--- src/rtl/mnemonic_opcode_hash_table_core_assert.svh ---
// ----------------------------------------------------------------------------
// mnemonic opcode hash table assertion macros
// concurrent checks sampled on clk_i, muted while rst_ni is low
// ----------------------------------------------------------------------------
`ifndef MNEMONIC_OPCODE_HASH_TABLE_CORE_ASSERT_SVH
`define MNEMONIC_OPCODE_HASH_TABLE_CORE_ASSERT_SVH

// consequent must hold in the same cycle as the antecedent
`define MOHT_ASSERT_NOW(label, ante, cons, msg) \
  label: assert property (@(posedge clk_i) disable iff (!rst_ni) (ante) |-> (cons)) \
    else $error(msg);

// consequent must hold in the cycle after the antecedent
`define MOHT_ASSERT_NEXT(label, ante, cons, msg) \
  label: assert property (@(posedge clk_i) disable iff (!rst_ni) (ante) |=> (cons)) \
    else $error(msg);

`endif

--- src/rtl/moht_pkg.sv ---
// ----------------------------------------------------------------------------
// moht_pkg
// shared constants, status codes and types of the mnemonic opcode table
// ----------------------------------------------------------------------------
package moht_pkg;

  // table geometry
  localparam int WAYS      = 8;
  localparam int MAX_CHARS = 8;
  localparam int NBUCKETS  = 20;

  // field widths
  localparam int CHAR_W = 8;
  localparam int NAME_W = 64;
  localparam int LEN_W  = 4;
  localparam int OP_W   = 8;
  localparam int BKT_W  = 5;
  localparam int STAT_W = 2;
  localparam int FILL_W = $clog2(WAYS + 1);

  // legal character range
  localparam int CHAR_LO = 65;
  localparam int CHAR_HI = 90;

  // hash arithmetic
  localparam int MOD_BASE = 1000;
  localparam int SUM_W    = $clog2(MAX_CHARS * CHAR_HI + 1);
  localparam int SQ_W     = 2 * SUM_W;
  localparam int RECIP_K  = SQ_W + 10;
  localparam longint unsigned RECIP_M =
    ((longint'(1) << RECIP_K) + MOD_BASE - 1) / MOD_BASE;
  localparam int RM_W     = $clog2(RECIP_M + 1);
  localparam int P2_W     = SQ_W + RM_W;
  localparam int Q_W      = SQ_W - 9;
  localparam int R_W      = $clog2(MOD_BASE);
  localparam int DF_W     = Q_W + R_W + 1;
  localparam int DIV10_M  = 205;
  localparam int DIV10_SH = 11;
  localparam int P10_W    = R_W + 8;
  localparam int DIG_W    = 7;

  // result status codes
  localparam logic [STAT_W-1:0] ST_OK       = 2'd0;
  localparam logic [STAT_W-1:0] ST_BAD_CHAR = 2'd1;
  localparam logic [STAT_W-1:0] ST_FULL     = 2'd2;

  typedef struct packed {
    logic [NAME_W-1:0] name;
    logic [LEN_W-1:0]  len;
    logic [OP_W-1:0]   opcode;
  } entry_t;

  typedef entry_t [WAYS-1:0] row_t;

  typedef struct packed {
    logic             valid;
    logic             bad;
    logic [BKT_W-1:0] bucket;
  } hash_res_t;

endpackage

--- src/rtl/moht_hash.sv ---
// ----------------------------------------------------------------------------
// moht_hash
// four-stage bucket hash: char check and sum-square, reciprocal quotient,
// remainder mod 1000, tens/hundreds digits mod 20
// ----------------------------------------------------------------------------
module moht_hash (
  input  logic                         clk_i,
  input  logic                         rst_ni,
  input  logic                         start_i,
  input  logic [moht_pkg::NAME_W-1:0]  chars_i,
  input  logic [moht_pkg::LEN_W-1:0]   len_i,
  output moht_pkg::hash_res_t          res_o
);
  import moht_pkg::*;

  logic [SUM_W-1:0]  sum;
  logic              bad;
  logic [CHAR_W-1:0] ch;

  logic              v1_q, v2_q, v3_q, v4_q;
  logic              bad1_q, bad2_q, bad3_q, bad4_q;
  logic [SQ_W-1:0]   sq_q, sq2_q;
  logic [Q_W-1:0]    quo_q;
  logic [R_W-1:0]    rem_q;
  logic [BKT_W-1:0]  bkt_q;

  logic [P2_W-1:0]   prod2;
  logic [DF_W-1:0]   tq, diff;
  logic [R_W-1:0]    rem_d;
  logic [P10_W-1:0]  prod10;
  logic [DIG_W-1:0]  dig;

  // char range check and sum, bytes past the length are already zero
  always_comb begin
    sum = '0;
    bad = 1'b0;
    ch  = '0;
    for (int i = 0; i < MAX_CHARS; i++) begin
      ch  = chars_i[CHAR_W*i +: CHAR_W];
      sum = sum + SUM_W'(ch);
      if ((LEN_W'(i) < len_i) &&
          ((ch < CHAR_W'(CHAR_LO)) || (ch > CHAR_W'(CHAR_HI)))) begin
        bad = 1'b1;
      end
    end
  end

  // quotient estimate is exact or one too high
  assign prod2 = P2_W'(sq_q) * P2_W'(RECIP_M);
  assign tq    = DF_W'(quo_q) * DF_W'(MOD_BASE);
  assign diff  = DF_W'(sq2_q) - tq;
  assign rem_d = diff[DF_W-1] ? R_W'(diff + DF_W'(MOD_BASE)) : R_W'(diff);

  // divide by ten, then fold the two digits into 0..19
  assign prod10 = P10_W'(rem_q) * P10_W'(DIV10_M);

  always_comb begin
    dig = prod10[DIV10_SH +: DIG_W];
    if (dig >= DIG_W'(4 * NBUCKETS)) begin
      dig = dig - DIG_W'(4 * NBUCKETS);
    end
    if (dig >= DIG_W'(2 * NBUCKETS)) begin
      dig = dig - DIG_W'(2 * NBUCKETS);
    end
    if (dig >= DIG_W'(NBUCKETS)) begin
      dig = dig - DIG_W'(NBUCKETS);
    end
  end

  always_ff @(posedge clk_i or negedge rst_ni) begin
    if (!rst_ni) begin
      v1_q <= 1'b0;
      v2_q <= 1'b0;
      v3_q <= 1'b0;
      v4_q <= 1'b0;
    end else begin
      v1_q <= start_i;
      v2_q <= v1_q;
      v3_q <= v2_q;
      v4_q <= v3_q;
    end
  end

  always_ff @(posedge clk_i) begin
    sq_q   <= SQ_W'(sum) * SQ_W'(sum);
    bad1_q <= bad;
    quo_q  <= prod2[RECIP_K +: Q_W];
    sq2_q  <= sq_q;
    bad2_q <= bad1_q;
    rem_q  <= rem_d;
    bad3_q <= bad2_q;
    bkt_q  <= BKT_W'(dig);
    bad4_q <= bad3_q;
  end

  assign res_o.valid  = v4_q;
  assign res_o.bad    = bad4_q;
  assign res_o.bucket = bkt_q;

endmodule

--- config.mk ---
export PLATFORM = sky130hd
export DESIGN_NAME = moht_hash
export DESIGN_NICKNAME = d
export VERILOG_FILES = /design/src/rtl/mnemonic_opcode_hash_table_core_assert.svh /design/src/rtl/moht_pkg.sv /design/src/rtl/moht_hash.sv
export SDC_FILE = /design/constraint.sdc
export NUM_CORES = 1
export LEC_CHECK = 0
export BUFFER_PORTS_ARGS = -buffer_cell sky130_fd_sc_hd__buf_2
export CORE_MARGIN = 1.5
export CORE_UTILIZATION = 35
export DETAILED_ROUTE_END_ITERATION = 6
export PLACE_DENSITY = 0.51
export SLEW_MARGIN = 5
export SYNTH_ARGS = -nofsm -noshare
export SYNTH_HDL_FRONTEND = slang
export SYNTH_SLANG_ARGS = --single-unit
--- constraint.sdc ---
create_clock -name clk_i -period 11.7 [get_ports clk_i]
set_clock_uncertainty 0.1 [all_clocks]
set_input_delay 3.51 -clock clk_i [delete_from_list [all_inputs] [get_ports clk_i]]
set_output_delay 3.51 -clock clk_i [all_outputs]
set_load 0.1 [all_outputs]
==> reports/metrics.cfg, run 1 <==
[synth]
synth_edf_count=0
synth.ff_latch_count=71
synth_top_cell_area_share_pct=31.1
syn-cell-area_mm2=0.0147
syn_inst=1530
yosys.area.top_type=fa_1
syn_area_per_cell_um2=9.60
yosys-top-cells-area=fa_1 31%, ha_1 28%, inv_1 11%, dfxtp_1 9.1%, xnor2_1 2.4%
synth-xor-area-share_pct=4.05
synthSimpleGateAreaFrac_pct=6.98
synthArstFlopShare_pct=5.63
yosys.cell_types.count=66
synth_compound_area_share_pct=8.81
synth_top_family_by_area=adder cells
ys_warn_count=0
ys_seq_area_share_pct=9.81
synth_fa_ha_area_share_pct=58.9
yosys_most_used_dff=dfxtp_1
synth_mux_area_share_pct=0.213

[grt]
grt_pass1_vias=10900
antenna_found_initial=0
grt_pass1_wl_mm=53.7
grt_max_degree=14
grt.overflow.total=0
grt_usage_pct=15.5

[drt]
num_vias=10200
routedWlPerCell_um=14.4
initialDrtViolationCount=259
wirelength_mm=31.7
drc=0
ant_nets=0
via_per_inst=4.67
drtPass1Iterations=6

[setup_path]
r2r-start=sq_q[2]
r2r_setup_slack_ns=4.94
critPathTopFamily=adder cells
start_kind=primary input
cp_num_buf_inv=9
crit_slowest_cell=fa_1
r2r-end=quo_q[9]
critPathCaptureType=flop
reg2reg_depth=19
crit_type=primary input to flop
arrival_ns=11.53
slowest_delay_ns=0.55
path_common_cell=fa_1
critPathRequiredTime_ns=11.89
cp_max_fo=3

[clocking]
htreeDepth=3
cts_tree=built
numCtsBuffers=9
path_clk_slew_ns=0.06
insertion_delay_ns=0.37
cts_max_path_buffers=2
cts-root-buf=clkbuf_16
clkSinkCount=71

[hold_path]
hold_path_class=flop to flop
holdPathEnd=rem_q[0]
holdPathStages=0
min-delay-start=sq2_q[0]

[sta]
maxSlewHeadroom_pct=41.3
finalHoldViolCount=0
final_max_slew_viol_count=0
finalCriticalPeriod_ns=11.34
fin_crit_sh_pct=96.9
setup_tns_ns=0
setup_viol=0
max_freq_ghz=0.0882
worst_pin_slew_ns=0.871

[final_layout]
num-nets-final=2283
drive_gt1_share_pct=9.45
layout_common_cells=426 x inv_1, 326 x ha_1, 228 x fa_1
layout_commonest_cell=inv_1
diodes=0
area_growth_pct=11.9

[status]
status=completed

[floorplanning]
core_mm2=0.0411
die-width_um=208
dieArea_mm2=0.0432
ioPinCount=78
start_util_pct=35.7
die_h_um=208
num_rows=74

[place]
gp_congestion=0.813
dp_hpwl_mm=28.2
port_buffers=77

[job]
max_cap_viol_count=0

-- cell usage after synthesis, drive strengths merged (5+ instances only) --
master / number
a211oi: 7
nand2: 51
nand2b: 11
and2: 20
o21a: 11
fa: 228
nor3b: 5
nor3: 16
or3: 6
o21bai: 8
inv: 426
nand4: 8
dfxtp: 67
a21oi: 60
o21ai: 32
ha: 327
o211ai: 5
nand3: 15
o22ai: 7
xor2: 28
nor4: 6
nor2b: 6
clkbuf: 5
nor2: 41
xnor2: 40
or4: 7
a21o: 20
-- layer usage --
| metal | wire length, µm | track usage [%] | share of wire, % | up-vias |
|---|---|---|---|---|
| met5 | 0 | 0 | 0 | - |
| li1 | - | - | - | 5135 |
| met3 | 742 | 2.42 | 2.3 | 15 |
| met4 | 312 | 3.10 | 0.99 | 0 |
| met2 | 15100 | 26.0 | 48 | 88 |
| met1 | 15500 | 21.3 | 49 | 5001 |
-- flip-flops by register name (all words and copies together) (netlist names), 5 cells and up --
register and count:
sq2_q 19, sq_q 19, quo_q 11, rem_q 9, bkt_q 5
-- kinds of logic after synthesis --
group                      count (synthesis)
adders and majority gates                555
buffers and inverters                    435
and+or+nand+nor                          202
AOI/OAI and AO/OA                        194
DFF                                       71
xor gates and xnor gates                  68
muxes                                      3
other                                      2
-- worst reg2reg max path, delay by kind of cell (launching register included) --
kind / cells / cell delay (ns)
adders and majority gates: 8 / 3.20
AOI/OAI and AO/OA: 9 / 2.51
DFF: 1 / 0.68
buffers and inverters: 2 / 0.12
-- stage by stage --
stage / hold WS, ns / instances / util [%] / instance area, µm² / worst slack [ns]
after CTS: 0.227 / 2194 / 39.8 / 16400 / 0.0417
after global routing: 0.231 / 2194 / 40.0 / 16400 / -0.0147
final: 0.227 / 2194 / 40.0 / 16400 / 0.364
after floorplan: 0.210 / 1537 / - / 14700 / 0.0374
after detailed placement: 0.212 / 2178 / 39.0 / 16000 / -0.340
after global placement: 0.210 / 2178 / 39.0 / 16000 / -0.166
-- worst max-delay path by stage --
stage               slack (ns)        to  depth (start not counted)       start
global placement         -0.17  sq_q[19]                         35  chars_i[3]
floorplan                 0.04  sq_q[19]                         34  chars_i[3]
CTS                       0.04  sq_q[19]                         35  chars_i[3]
finish                    0.36  sq_q[16]                         33  chars_i[2]
global route             -0.01  sq_q[16]                         33  chars_i[3]
detailed placement       -0.34  sq_q[19]                         35  chars_i[3]
-- area by class of cell --
type | instances | area, µm²
Clock buffer | 9 | 225
Timing Repair Buffer | 117 | 686
Clock inverter | 7 | 95.1
Multi-Input combinational cell | 1031 | 11700
Inverter | 427 | 1600
Sequential cell | 71 | 1440
Fill cell | 4176 | 24700
Tap cell | 532 | 666
-- timing repair --
item / 4_1_cts / 5_1_grt
hold buffers: 0 / 0
endpoints found under the hold margin: 0 / 0
buffers inserted: 0 / 0
endpoints found under the setup margin: 0 / 7
resized for setup: 0 / 17
Power of run 1 is left out: the tool's default activity adds up to more than one toggle a clock period on the data nets, which glitch-free logic cannot reach.
==> inputs of run 2 (changes only) <==
Settings changed: PLACE_DENSITY 0.51 to default.
==> run 2 against run 1 <==
Net effect: the run now ends with DRC left; global-route usage fell by 0.28 points; utilization grew 0.067 points; non-clock buffer count up 3; via count rose by 1.9%; maximum frequency fell by 0.31%; sequential share of layout area about the same; register-to-register slack better by 0.23 ns; critical path type unchanged; sequential cell count is the same; worst hold slack lost 0.00093 ns.
==> reports/metrics.cfg, run 2 (same netlist as run 1, synthesis figures left out) <==
[sta]
setup_viol=0  ; unchanged
final_max_slew_viol_count=0  ; unchanged
maxSlewHeadroom_pct=45.9  ; +4.6 points
fin_crit_sh_pct=97.2  ; +0.31 points
finalHoldViolCount=0  ; unchanged
finalCriticalPeriod_ns=11.37  ; +0.0358 ns
worst_pin_slew_ns=0.811  ; -0.0597 ns
max_freq_ghz=0.0879  ; -0.31%
holdWs_ns=0.226  ; -0.000927 ns

[clocking]
cts-root-buf=clkbuf_16
path_clk_slew_ns=0.06  ; about the same
insertion_delay_ns=0.34  ; -0.03 ns
cts_tree=built
cts_max_path_buffers=2  ; unchanged
postCtsHoldBufs=0  ; unchanged
numCtsBuffers=9  ; unchanged
htreeDepth=3  ; unchanged
cts_setup_buffers=0  ; unchanged
clkSinkCount=71  ; unchanged
cts_resized=0  ; unchanged

[drt]
drtPass1Iterations=7  ; +1
num_vias=10400  ; +1.9%
drc=1  ; +1
via_per_inst=4.75  ; +1.8%
initialDrtViolationCount=444  ; +71%
wirelength_mm=31.2  ; -1.5%
routedWlPerCell_um=14.2  ; -1.7%
ant_nets=0  ; unchanged

[setup_path]
worstSetupStartpoint=chars_i[3]
crit_type=primary input to flop
cp_max_fo=2  ; -1
path_common_cell=fa_1
start_kind=primary input
arrival_ns=11.51  ; -0.02 ns
r2r_setup_slack_ns=5.17  ; +0.23 ns
critPathCaptureType=flop
slowest_delay_ns=0.55  ; about the same
crit_slowest_cell=fa_1
r2r-start=rem_q[3]
critPathRequiredTime_ns=11.83  ; -0.06 ns

[grt]
grt_max_degree=15  ; +1
grt_pass1_wl_mm=53.5  ; -0.32%
antenna_found_initial=0  ; unchanged
grt.overflow.total=0  ; unchanged
grt_usage_pct=15.2  ; -0.28 points
grt_pass1_vias=11300  ; +3.5%

[place]
dp_hpwl_mm=27.8  ; -1.4%
port_buffers=77  ; unchanged
gp_congestion=0.882  ; +8.4%

[final_layout]
largestRegisters=sq2_q: 19 flops, sq_q: 19 flops, quo_q: 11 flops
drive_gt1_share_pct=9.49  ; +0.043 points
num-nets-final=2286  ; +0.13%
layout_common_cells=426 x inv_1, 326 x ha_1, 228 x fa_1
area_growth_pct=12.0
layout_commonest_cell=inv_1
diodes=0  ; unchanged

[hold_path]
min-delay-start=bad3_q
hold_path_class=flop to flop

[status]
status=finished, violations left
violations=DRC

[floorplanning]
ioPinCount=78  ; unchanged
die_h_um=208  ; unchanged
die-width_um=208  ; unchanged
dieArea_mm2=0.0432  ; unchanged
start_util_pct=35.7  ; unchanged
core_mm2=0.0411  ; unchanged
num_rows=74  ; unchanged

[job]
max_cap_viol_count=0  ; unchanged

==> run 2: cell type report <==
type | count | area, µm²
multi-input cells | 1031 | 11700
well taps | 532 | 666
repair buffers | 120 | 708
clock buffers | 9 | 225
clock inverters | 7 | 104
flip-flops and latches | 71 | 1440
inverters | 427 | 1600
fillers | 4088 | 24600
==> run 2: final timing paths <==
check / endpoint / depth (start not counted)
max: sq_q[19] / 35
min: bad4_q / 0
max reg2reg: bkt_q[2] / 22
min reg2reg: bad4_q / 0
max in group asynchronous: v4_q / 1
min in group asynchronous: v1_q / 1
==> run 2: layer usage <==
layer	vias up	share of wire (%)	global-route usage [%]
met5	-	0	0
met4	0	2.7	5.08
met3	46	3.4	2.05
met2	175	50	27.3
met1	5065	43	18.8
li1	5151	-	-
==> run 2: metrics by stage <==
step | utilization, % | TNS [ns] | setup WS (ns) | std cells | instance area (µm²)
final | 40.0 | 0 | 0.328 | 2197 | 16500
after global routing | 40.0 | -0.226 | -0.0705 | 2197 | 16500
after CTS | 39.9 | 0 | 0.0404 | 2197 | 16400
after detailed placement | 39.1 | -1.42 | -0.314 | 2181 | 16100
after global placement | 39.1 | -0.698 | -0.194 | 2181 | 16100
after floorplan | - | 0 | 0.0374 | 1537 | 14700
==> run 2: worst max-delay path, delay by kind of cell <==
kind	cells	cell delay (ns)
simple gates	5	0.76
xor+xnor	2	0.25
compound gates	9	1.20
buf+inv	8	0.45
fa+ha+maj	11	5.33
Power of run 2 is left out for the same reason.
